==> src/rtl/fbsc_pkg.sv <==
`timescale 1ns / 1ps
// fbsc_pkg: shared types and constants of the frustum box/sphere cull block.
// No dependencies.

package fbsc_pkg;

	localparam int MAX_PLANES    = 6;
	localparam int FULL_FRUSTUM  = 6;
	localparam int COORD_W       = 32;
	localparam int PLANE_W       = 4 * COORD_W;
	localparam int ACC_W         = 66;
	localparam int FRAC_W        = 16;
	localparam logic [2:0] PLANES_RESET = 3'd6;

	typedef logic signed [COORD_W-1:0] q16_t;

	typedef enum logic [1:0] {
		KIND_LOAD   = 2'd0,
		KIND_BOX    = 2'd1,
		KIND_SPHERE = 2'd2,
		KIND_NONE   = 2'd3
	} kind_t;

	localparam logic REG_PLANES = 1'b0;

	// control from the sequencer to the shared dot unit
	typedef struct packed {
		logic init;
		logic mul_en;
		logic add_lo;
		logic add_hi;
	} dot_ctl_t;

	// sign flags of the two accumulators
	typedef struct packed {
		logic lo_pos;
		logic hi_neg;
	} dot_flags_t;

endpackage

==> src/rtl/fbsc_ram.sv <==
`timescale 1ns / 1ps
// fbsc_ram: generic single-write, single-read RAM with registered read data.
// No dependencies.

module fbsc_ram #(
	parameter int WIDTH = 32,
	parameter int DEPTH = 8,
	localparam int AW = (DEPTH > 1) ? $clog2(DEPTH) : 1
) (
	input  logic             clk,
	input  logic             we,
	input  logic [AW-1:0]    waddr,
	input  logic [WIDTH-1:0] wdata,
	input  logic             re,
	input  logic [AW-1:0]    raddr,
	output logic [WIDTH-1:0] rdata
);

	logic [WIDTH-1:0] mem [DEPTH];

	always_ff @(posedge clk) begin
		if (we) begin
			mem[waddr] <= wdata;
		end
		if (re) begin
			rdata <= mem[raddr];
		end
	end

endmodule

==> src/rtl/fbsc_dot.sv <==
`timescale 1ns / 1ps
// fbsc_dot: shared multiply-accumulate unit, one 32x32 product per cycle into
// two wide accumulators. Depends on fbsc_pkg.

module fbsc_dot (
	input  logic                  clk,
	input  logic                  arst_n,
	input  fbsc_pkg::dot_ctl_t    ctl,
	input  fbsc_pkg::q16_t        opa,
	input  fbsc_pkg::q16_t        opb,
	input  fbsc_pkg::q16_t        offset,
	input  fbsc_pkg::q16_t        radius,
	output fbsc_pkg::dot_flags_t  flags
);

	localparam int SUM_W = fbsc_pkg::COORD_W + 1;
	localparam int EXT_W = fbsc_pkg::ACC_W - SUM_W - fbsc_pkg::FRAC_W;

	logic signed [2*fbsc_pkg::COORD_W-1:0] prod_s1;
	logic                                  add_lo_s1;
	logic                                  add_hi_s1;
	logic signed [fbsc_pkg::ACC_W-1:0]     acc_lo_q;
	logic signed [fbsc_pkg::ACC_W-1:0]     acc_hi_q;
	logic signed [SUM_W-1:0]               sum_hi;
	logic signed [SUM_W-1:0]               sum_lo;
	logic signed [fbsc_pkg::ACC_W-1:0]     init_hi;
	logic signed [fbsc_pkg::ACC_W-1:0]     init_lo;

	// offset +/- radius, scaled to Q32.32
	assign sum_hi  = SUM_W'(offset) + SUM_W'(radius);
	assign sum_lo  = SUM_W'(offset) - SUM_W'(radius);
	assign init_hi = {{EXT_W{sum_hi[SUM_W-1]}}, sum_hi, {fbsc_pkg::FRAC_W{1'b0}}};
	assign init_lo = {{EXT_W{sum_lo[SUM_W-1]}}, sum_lo, {fbsc_pkg::FRAC_W{1'b0}}};

	always_ff @(posedge clk or negedge arst_n) begin
		if (!arst_n) begin
			add_lo_s1 <= 1'b0;
			add_hi_s1 <= 1'b0;
		end else begin
			add_lo_s1 <= ctl.mul_en & ctl.add_lo;
			add_hi_s1 <= ctl.mul_en & ctl.add_hi;
		end
	end

	always_ff @(posedge clk) begin
		if (ctl.mul_en) begin
			prod_s1 <= opa * opb;
		end
		if (ctl.init) begin
			acc_lo_q <= init_lo;
			acc_hi_q <= init_hi;
		end else begin
			if (add_lo_s1) begin
				acc_lo_q <= acc_lo_q + fbsc_pkg::ACC_W'(prod_s1);
			end
			if (add_hi_s1) begin
				acc_hi_q <= acc_hi_q + fbsc_pkg::ACC_W'(prod_s1);
			end
		end
	end

	assign flags.lo_pos = !acc_lo_q[fbsc_pkg::ACC_W-1] && (|acc_lo_q);
	assign flags.hi_neg = acc_hi_q[fbsc_pkg::ACC_W-1];

endmodule

==> src/rtl/frustum_box_sphere_cull.sv <==
`timescale 1ns / 1ps
// frustum_box_sphere_cull: top level with sequencer, item and result registers,
// APB register. Depends on fbsc_pkg, fbsc_ram, fbsc_dot.
//
// Usage:
//   Input stream s_*: s_tuser carries the item kind (load plane, test box,
//   test sphere). A load writes plane slot from the normal (ax, ay, az) and
//   offset (scalar); a test checks the box (a = min, b = max corner) or the
//   sphere (a = centre, scalar = radius) against the loaded planes.
//   Output stream m_*: one transfer per input item, visible in m_tdata[0],
//   was_test in m_tuser[0] (0 for loads and unused kinds).
//   APB register 0 (address 0): planes_in_use, 3 bits, reset 6. From one to
//   five, plane 0 acts as a straddle plane.
//   One item at a time: s_tready is high only while the sequencer is idle.
//   A load passes through states LOAD and DONE; a test visits each plane in
//   turn through table read (FETCH), the single shared multiplier (MUL, one
//   product per cycle: 3 per sphere plane, 6 per box plane), DRAIN and CHECK,
//   then goes to DONE. Visiting stops at the first rejecting plane.
//   The result register frees the input side once the result is parked; if
//   m_tready stays low, the next item finishes and waits until the slot empties.
//   Reset clears control and sets planes_in_use to 6; the plane table is
//   not cleared and must be loaded before a test uses it.

module frustum_box_sphere_cull #(
	parameter int MAX_PLANES = fbsc_pkg::MAX_PLANES
) (
	input  logic         clk,
	input  logic         arst_n,
	input  logic         s_tvalid,
	output logic         s_tready,
	input  logic [231:0] s_tdata,   // slot[2:0], ax, ay, az, bx, by, bz, scalar, pad
	input  logic [1:0]   s_tuser,   // kind[1:0]
	output logic         m_tvalid,
	input  logic         m_tready,
	output logic [7:0]   m_tdata,   // visible[0], pad
	output logic [0:0]   m_tuser,   // was_test[0]
	input  logic         psel,
	input  logic         penable,
	input  logic         pwrite,
	input  logic [2:0]   paddr,
	input  logic [31:0]  pwdata,
	output logic [31:0]  prdata,
	output logic         pready
);

	localparam int PA_W  = (MAX_PLANES > 1) ? $clog2(MAX_PLANES) : 1;
	localparam int CNT_W = $clog2(MAX_PLANES + 1);
	localparam int CW    = fbsc_pkg::COORD_W;

	typedef enum logic [2:0] {
		ST_IDLE,
		ST_LOAD,
		ST_FETCH,
		ST_MUL,
		ST_DRAIN,
		ST_CHECK,
		ST_DONE
	} state_t;

	state_t               state_q;
	logic [2:0]           planes_q;
	logic [CNT_W-1:0]     count_q;
	logic [CNT_W-1:0]     k_q;
	logic [2:0]           step_q;
	logic                 straddle_q;
	logic                 vis_q;
	logic                 out_valid_q;
	logic                 out_vis_q;
	logic                 out_test_q;

	fbsc_pkg::kind_t      kind_q;
	logic [2:0]           slot_q;
	fbsc_pkg::q16_t       a_q [3];
	fbsc_pkg::q16_t       b_q [3];
	fbsc_pkg::q16_t       s_q;

	logic                 in_fire;
	logic                 cfg_wr;
	logic                 done_fire;
	logic [3:0]           piu_ext;
	logic [3:0]           cnt_next;
	logic                 is_sphere;
	logic                 is_test;
	logic                 last_step;
	logic [1:0]           axis;
	logic                 half;
	logic                 slot_ok;
	logic                 reject;
	logic [CNT_W-1:0]     k_next;

	logic [fbsc_pkg::PLANE_W-1:0] plane_wdata;
	logic [fbsc_pkg::PLANE_W-1:0] plane_rdata;
	fbsc_pkg::q16_t       n_sel;
	fbsc_pkg::q16_t       mn_sel;
	fbsc_pkg::q16_t       mx_sel;
	fbsc_pkg::q16_t       small_v;
	fbsc_pkg::q16_t       big_v;
	fbsc_pkg::q16_t       opb;
	fbsc_pkg::q16_t       radius;
	fbsc_pkg::dot_ctl_t   ctl;
	fbsc_pkg::dot_flags_t flags;

	assign in_fire   = s_tvalid && s_tready;
	assign s_tready  = (state_q == ST_IDLE);
	assign cfg_wr    = psel && penable && pwrite && pready;
	assign pready    = 1'b1;
	assign prdata    = (paddr[2] == fbsc_pkg::REG_PLANES) ? {29'd0, planes_q} : 32'd0;
	assign done_fire = (state_q == ST_DONE) && (!out_valid_q || m_tready);

	assign piu_ext   = {1'b0, planes_q};
	assign cnt_next  = (piu_ext > 4'(MAX_PLANES)) ? 4'(MAX_PLANES) : piu_ext;

	assign is_sphere = (kind_q == fbsc_pkg::KIND_SPHERE);
	assign is_test   = (kind_q == fbsc_pkg::KIND_BOX) || is_sphere;
	assign last_step = is_sphere ? (step_q == 3'd2) : (step_q == 3'd5);
	assign axis      = is_sphere ? step_q[1:0] : step_q[2:1];
	assign half      = step_q[0];
	assign slot_ok   = ({1'b0, slot_q} < 4'(MAX_PLANES));
	assign k_next    = CNT_W'(k_q + 1'b1);
	assign radius    = is_sphere ? s_q : '0;

	// plane word: {offset, nz, ny, nx}
	assign plane_wdata = {s_q, a_q[2], a_q[1], a_q[0]};

	always_comb begin
		case (axis)
			2'd0:    begin n_sel = plane_rdata[CW-1:0];    mn_sel = a_q[0]; mx_sel = b_q[0]; end
			2'd1:    begin n_sel = plane_rdata[2*CW-1:CW]; mn_sel = a_q[1]; mx_sel = b_q[1]; end
			2'd2:    begin n_sel = plane_rdata[3*CW-1:2*CW]; mn_sel = a_q[2]; mx_sel = b_q[2]; end
			default: begin n_sel = '0; mn_sel = '0; mx_sel = '0; end
		endcase
	end

	// a nonnegative normal takes its extreme distances at the extreme coordinates,
	// a negative one at the opposite ones
	always_comb begin
		small_v = (mn_sel <= mx_sel) ? mn_sel : mx_sel;
		big_v   = (mn_sel <= mx_sel) ? mx_sel : mn_sel;
		if (is_sphere) begin
			opb = mn_sel;
		end else if (half ^ n_sel[CW-1]) begin
			opb = big_v;
		end else begin
			opb = small_v;
		end
	end

	assign ctl.init   = (state_q == ST_MUL) && (step_q == 3'd0);
	assign ctl.mul_en = (state_q == ST_MUL);
	assign ctl.add_lo = is_sphere || !half;
	assign ctl.add_hi = is_sphere || half;

	assign reject = (straddle_q && (k_q == '0)) ? (flags.lo_pos || flags.hi_neg)
	                                           : flags.hi_neg;

	fbsc_ram #(
		.WIDTH(fbsc_pkg::PLANE_W),
		.DEPTH(MAX_PLANES)
	) u_planes (
		.clk  (clk),
		.we   ((state_q == ST_LOAD) && slot_ok),
		.waddr(slot_q[PA_W-1:0]),
		.wdata(plane_wdata),
		.re   (state_q == ST_FETCH),
		.raddr(k_q[PA_W-1:0]),
		.rdata(plane_rdata)
	);

	fbsc_dot u_dot (
		.clk   (clk),
		.arst_n(arst_n),
		.ctl   (ctl),
		.opa   (n_sel),
		.opb   (opb),
		.offset(plane_rdata[4*CW-1:3*CW]),
		.radius(radius),
		.flags (flags)
	);

	always_ff @(posedge clk) begin
		if (in_fire) begin
			kind_q <= fbsc_pkg::kind_t'(s_tuser);
			slot_q <= s_tdata[2:0];
			a_q[0] <= s_tdata[34:3];
			a_q[1] <= s_tdata[66:35];
			a_q[2] <= s_tdata[98:67];
			b_q[0] <= s_tdata[130:99];
			b_q[1] <= s_tdata[162:131];
			b_q[2] <= s_tdata[194:163];
			s_q    <= s_tdata[226:195];
		end
	end

	always_ff @(posedge clk or negedge arst_n) begin
		if (!arst_n) begin
			state_q     <= ST_IDLE;
			planes_q    <= fbsc_pkg::PLANES_RESET;
			count_q     <= '0;
			k_q         <= '0;
			step_q      <= '0;
			straddle_q  <= 1'b0;
			vis_q       <= 1'b0;
			out_valid_q <= 1'b0;
			out_vis_q   <= 1'b0;
			out_test_q  <= 1'b0;
		end else begin
			if (cfg_wr && (paddr[2] == fbsc_pkg::REG_PLANES)) begin
				planes_q <= pwdata[2:0];
			end
			if (done_fire) begin
				out_valid_q <= 1'b1;
				out_vis_q   <= vis_q && is_test;
				out_test_q  <= is_test;
			end else if (m_tready) begin
				out_valid_q <= 1'b0;
			end
			case (state_q)
				ST_IDLE: begin
					if (in_fire) begin
						count_q    <= CNT_W'(cnt_next);
						straddle_q <= (cnt_next != 4'd0) &&
						              (cnt_next < 4'(fbsc_pkg::FULL_FRUSTUM));
						k_q        <= '0;
						step_q     <= '0;
						vis_q      <= 1'b1;
						if (s_tuser == fbsc_pkg::KIND_LOAD) begin
							state_q <= ST_LOAD;
						end else if (s_tuser == fbsc_pkg::KIND_NONE || cnt_next == 4'd0) begin
							state_q <= ST_DONE;
						end else begin
							state_q <= ST_FETCH;
						end
					end
				end
				ST_LOAD: begin
					state_q <= ST_DONE;
				end
				ST_FETCH: begin
					step_q  <= '0;
					state_q <= ST_MUL;
				end
				ST_MUL: begin
					step_q <= step_q + 3'd1;
					if (last_step) begin
						state_q <= ST_DRAIN;
					end
				end
				ST_DRAIN: begin
					state_q <= ST_CHECK;
				end
				ST_CHECK: begin
					if (reject) begin
						vis_q   <= 1'b0;
						state_q <= ST_DONE;
					end else if (k_next == count_q) begin
						state_q <= ST_DONE;
					end else begin
						k_q     <= k_next;
						state_q <= ST_FETCH;
					end
				end
				ST_DONE: begin
					if (done_fire) begin
						state_q <= ST_IDLE;
					end
				end
				default: begin
					state_q <= ST_IDLE;
				end
			endcase
		end
	end

	assign m_tvalid = out_valid_q;
	assign m_tdata  = {7'd0, out_vis_q};
	assign m_tuser  = out_test_q;

`ifndef SYNTHESIS
	a_load_not_visible: assert property (@(posedge clk) disable iff (!arst_n)
		m_tvalid && !m_tuser[0] |-> !m_tdata[0])
		else $error("load result marked visible");

	a_plane_in_range: assert property (@(posedge clk) disable iff (!arst_n)
		(state_q == ST_FETCH || state_q == ST_MUL || state_q == ST_DRAIN ||
		 state_q == ST_CHECK) |-> (k_q < count_q))
		else $error("plane index beyond planes in use");

	a_one_item: assert property (@(posedge clk) disable iff (!arst_n)
		in_fire |=> !s_tready)
		else $error("second item taken while busy");

	a_result_slot_free: assert property (@(posedge clk) disable iff (!arst_n)
		out_valid_q && !m_tready |=> out_valid_q)
		else $error("pending result dropped");
`endif

endmodule

==> config.mk <==
export PLATFORM = sky130hd
export DESIGN_NAME = frustum_box_sphere_cull
export DESIGN_NICKNAME = d
export VERILOG_FILES = /design/src/rtl/fbsc_pkg.sv /design/src/rtl/fbsc_ram.sv /design/src/rtl/fbsc_dot.sv /design/src/rtl/frustum_box_sphere_cull.sv
export SDC_FILE = /design/constraint.sdc
export NUM_CORES = 2
export LEC_CHECK = 0
export BUFFER_PORTS_ARGS = -buffer_cell sky130_fd_sc_hd__buf_4
export CAP_MARGIN = 20
export CORE_MARGIN = 3
export CORE_UTILIZATION = 45
export DETAILED_ROUTE_END_ITERATION = 7
export PLACE_DENSITY = 0.67
export RECOVER_POWER = 50
export SLEW_MARGIN = 10
export SYNTH_ARGS = -nofsm -noshare
export SYNTH_HDL_FRONTEND = slang
export SYNTH_SLANG_ARGS = --single-unit
==> constraint.sdc <==
create_clock -name clk -period 18.8 [get_ports clk]
set_clock_uncertainty 0.05 [all_clocks]
set_input_delay 3.76 -clock clk [delete_from_list [all_inputs] [get_ports clk]]
set_output_delay 3.76 -clock clk [all_outputs]
set_load 0.05 [all_outputs]
==> key figures <==
Clock network
  • Worst-case clock buffer depth: 3
  • Clk pin slew, worst setup/hold paths: 0.06 ns
  • Sink Count: 1343
  • Cts repair resizes: 0
  • CTS Hold Bufs: 0
  • CTS Buf Count: 137
  • Post-CTS setup buffers: 0
  • Clk root buf: clkbuf_16
  • H-tree levels: 4
  • Clk_lat worst skew: 0.78 ns
  • TritonCTS clock tree: done

Worst setup path
  • CP dominant cell by count: fa_1
  • Worst-path fanout max: 45
  • Buf/Inv on CP: 9
  • Req. time, crit path: 19.23 ns
  • Worst setup path category: reg2reg
  • Family with the most delay on the worst path: adder cells
  • Crit path largest cell delay: 0.96 ns
  • CP Launch Type: flop
  • Max stage delay cell, worst path: mux2i_4
  • Worst setup EP type: flop
  • WP data arrival: 16.53 ns

Routing
  • Top Layer Used: met5
  • Routed via count: 64600
  • Vias/cell: 5.67
  • Drt drc: 0
  • Met2 routed WL: 125000 um
  • WL met1: 109000 um
  • Initial drt markers: 5455
  • DRT Pass-1 Iters: 7
  • Final wirelength: 275000 um
  • Routed Antenna Nets: 0
  • DR WL/cell: 24.1 um
  • DR WL met3: 28000 um

STA
  • Max-slew violations: 1008
  • Hold violation total from the final report: 0
  • Fin Setup TNS: 0 ns
  • Min Hold Slack: 0.435 ns
  • Finish-stage setup viols: 0
  • Post-route minimum period: 16.10 ns
  • Slew @ Worst Pin: 9.70 ns
  • Worst slew margin: -547%
  • Fmax achieved: 62.1 MHz
  • Period utilization: 85.6%
  • RSZ-0062 raised after global routing: false

Yosys
  • Post-Synthesis Cells: 8325
  • Post-synthesis sequential area ratio: 41.0%
  • Top_reg_cell synth: edfxtp_1
  • Netlist cell types: 96
  • Area share of the largest cell type after synthesis: 39.7%
  • Mapped Area: 97400 sq um
  • Async S/R FF share, synth: 1.64%
  • #FFs+latches synth: 1343
  • Largest cells by area after synthesis: edfxtp_1 40%, fa_1 22%, ha_1 5.4%
  • Synthesis warning total: 0
  • Cell taking the most area after synthesis: edfxtp_1
  • Avg Inst Size Synth: 11.7 sq um
  • Post-synth EDFFs: 1289

Die
  • Die area: 222000 sq um
  • Site Rows: 170
  • I/O pins: 320
  • Die Y: 471 um
  • Core area: 215000 sq um
  • Die width: 471 um
  • Starting Density: 45.3%

Global route
  • GRT Util Overall: 24.7%
  • Antenna violations before repair: 2
  • Vias in the first global route: 67500
  • Total grt overflow: 0
  • Largest net degree at the start of global routing: 130
  • Global-route wire length before repair: 414000 um

Final layout
  • Final instance area: 107000 sq um
  • Fraction of layout cells with a size suffix above 1: 9.25%
  • Multi-input logic area: 51600 sq um
  • Storage element area: 39900 sq um
  • Fillcell total: 18700
  • Area Growth Syn to Fin: 9.60%
  • Nets: 10200

Place
  • Hpwl dp: 195000 um
  • IO buf count: 246
  • Placement Cell Area: 102000 sq um
  • Routability congestion estimate from global placement: 0.984

Min path
  • Hold Crit Class: reg2reg

Outcome
  • Outcome: finished, violations left
  • Failing checks: capacitance limit, slew limit

Run
  • Max Cap Viol: 11
[layer usage]
layer / vias up / track usage (%)
met1: 32800 / 32.5
met5: - / 0
met2: 3037 / 38.7
met4: 2 / 10.4
met3: 637 / 6.82
li1: 28200 / -
[registers in the layout, summed over array words and instances (netlist names), 32 cells and up]
| signal | cells |
|---|---|
| u_dot.acc_hi_q | 66 |
| s_q | 32 |
| u_dot.acc_lo_q | 66 |
| u_planes.mem | 768 |
| b_q | 96 |
| u_dot.prod_s1 | 64 |
| u_planes.rdata | 128 |
| a_q | 96 |
[kinds of logic after synthesis]
family / synth area share (%)
adder cells (fa/ha/maj): 27.7
XOR/XNOR: 2.28
multiplexers: 6.22
flip-flops: 41.0
buffers and inverters: 6.40
AND/OR/NAND/NOR: 8.80
other: 0.00771
AO/OA/AOI/OAI: 7.63
[synthesized netlist by cell type (all sizes together) (44+ instances only)]
cell	instances
mux2i	272
clkbuf	238
a21oi	405
mux4	128
nor2	801
fa	1086
xor2	79
o21ai	293
nand3	55
xnor2	174
nand2b	79
o21a	68
buf	183
nand4	44
a21o	130
inv	1150
edfxtp	1289
o22ai	54
nor3	49
nand2	781
ha	417
[cell type report]
class / instances / area share, %
Clock buffer: 175 / 3.42
Sequential cell: 1343 / 37.4
Timing Repair Buffer: 370 / 2.69
Antenna cell: 2 / 0.00469
Multi-Input combinational cell: 5446 / 48.4
Inverter: 1150 / 4.05
Tap cell: 2838 / 3.33
Clock inverter: 71 / 0.760
[worst register-to-register path, delay by kind of cell, from the launching register on]
kind / cells / cell delay, ns
muxes: 3 / 2.67
buffers and inverters: 9 / 2.00
xor gates and xnor gates: 1 / 0.11
DFF: 1 / 0.37
adders and majority gates: 11 / 5.02
and+or+nand+nor: 7 / 1.16
AOI/OAI and AO/OA: 15 / 4.44
[per-stage QoR]
step                      instances  setup slack, ns  utilization, %
after floorplan                8360             3.84               -
after global placement        11100             3.22            47.6
after detailed placement      11100             3.08            47.6
after CTS                     11400             2.96            49.7
after global routing          11400             2.20            49.7
final                         11400             2.70            49.7
[placed cells by master, fill, tap and decap left out, types with 47 or more instances in the layout]
cell       synthesis  layout
nand2_1          781     780
ha_1             417     416
o22ai_1           54      54
xor2_1            79      79
edfxtp_1        1289    1289
o21ai_0          264     254
a21o_1           130     130
nand3_1           55      55
clkbuf_16          0     138
buf_4             44     349
nor3_1            49      47
o21a_1            68      67
xnor2_1          174     174
a21oi_1          404     404
mux4_2           128     128
fa_1            1086    1086
inv_1           1149    1149
nor2_1           801     799
nand2b_1          79      78
mux2i_1          260     251
[worst paths after layout]
path                                        startpoint                     endpoint  slack [ns]  depth (start not counted)
worst max register to register     kind_q[0]$_DFFE_PP_  u_dot.prod_s1[62]$_DFFE_PP_        2.70                         46
worst min register to register  straddle_q$_DFFE_PN0P_       straddle_q$_DFFE_PN0P_        0.44                          1
worst max-delay path               kind_q[0]$_DFFE_PP_  u_dot.prod_s1[62]$_DFFE_PP_        2.70                         46
worst min-delay path            straddle_q$_DFFE_PN0P_       straddle_q$_DFFE_PN0P_        0.44                          1
max in group asynchronous                       arst_n      planes_q[2]$_DFFE_PN1P_       15.56                          1
min in group asynchronous                       arst_n         m_tvalid$_DFFE_PN0P_        2.84                          1
Power is not shown: default switching activity piles up to over one toggle a cycle in this logic, so the estimate is an artifact.
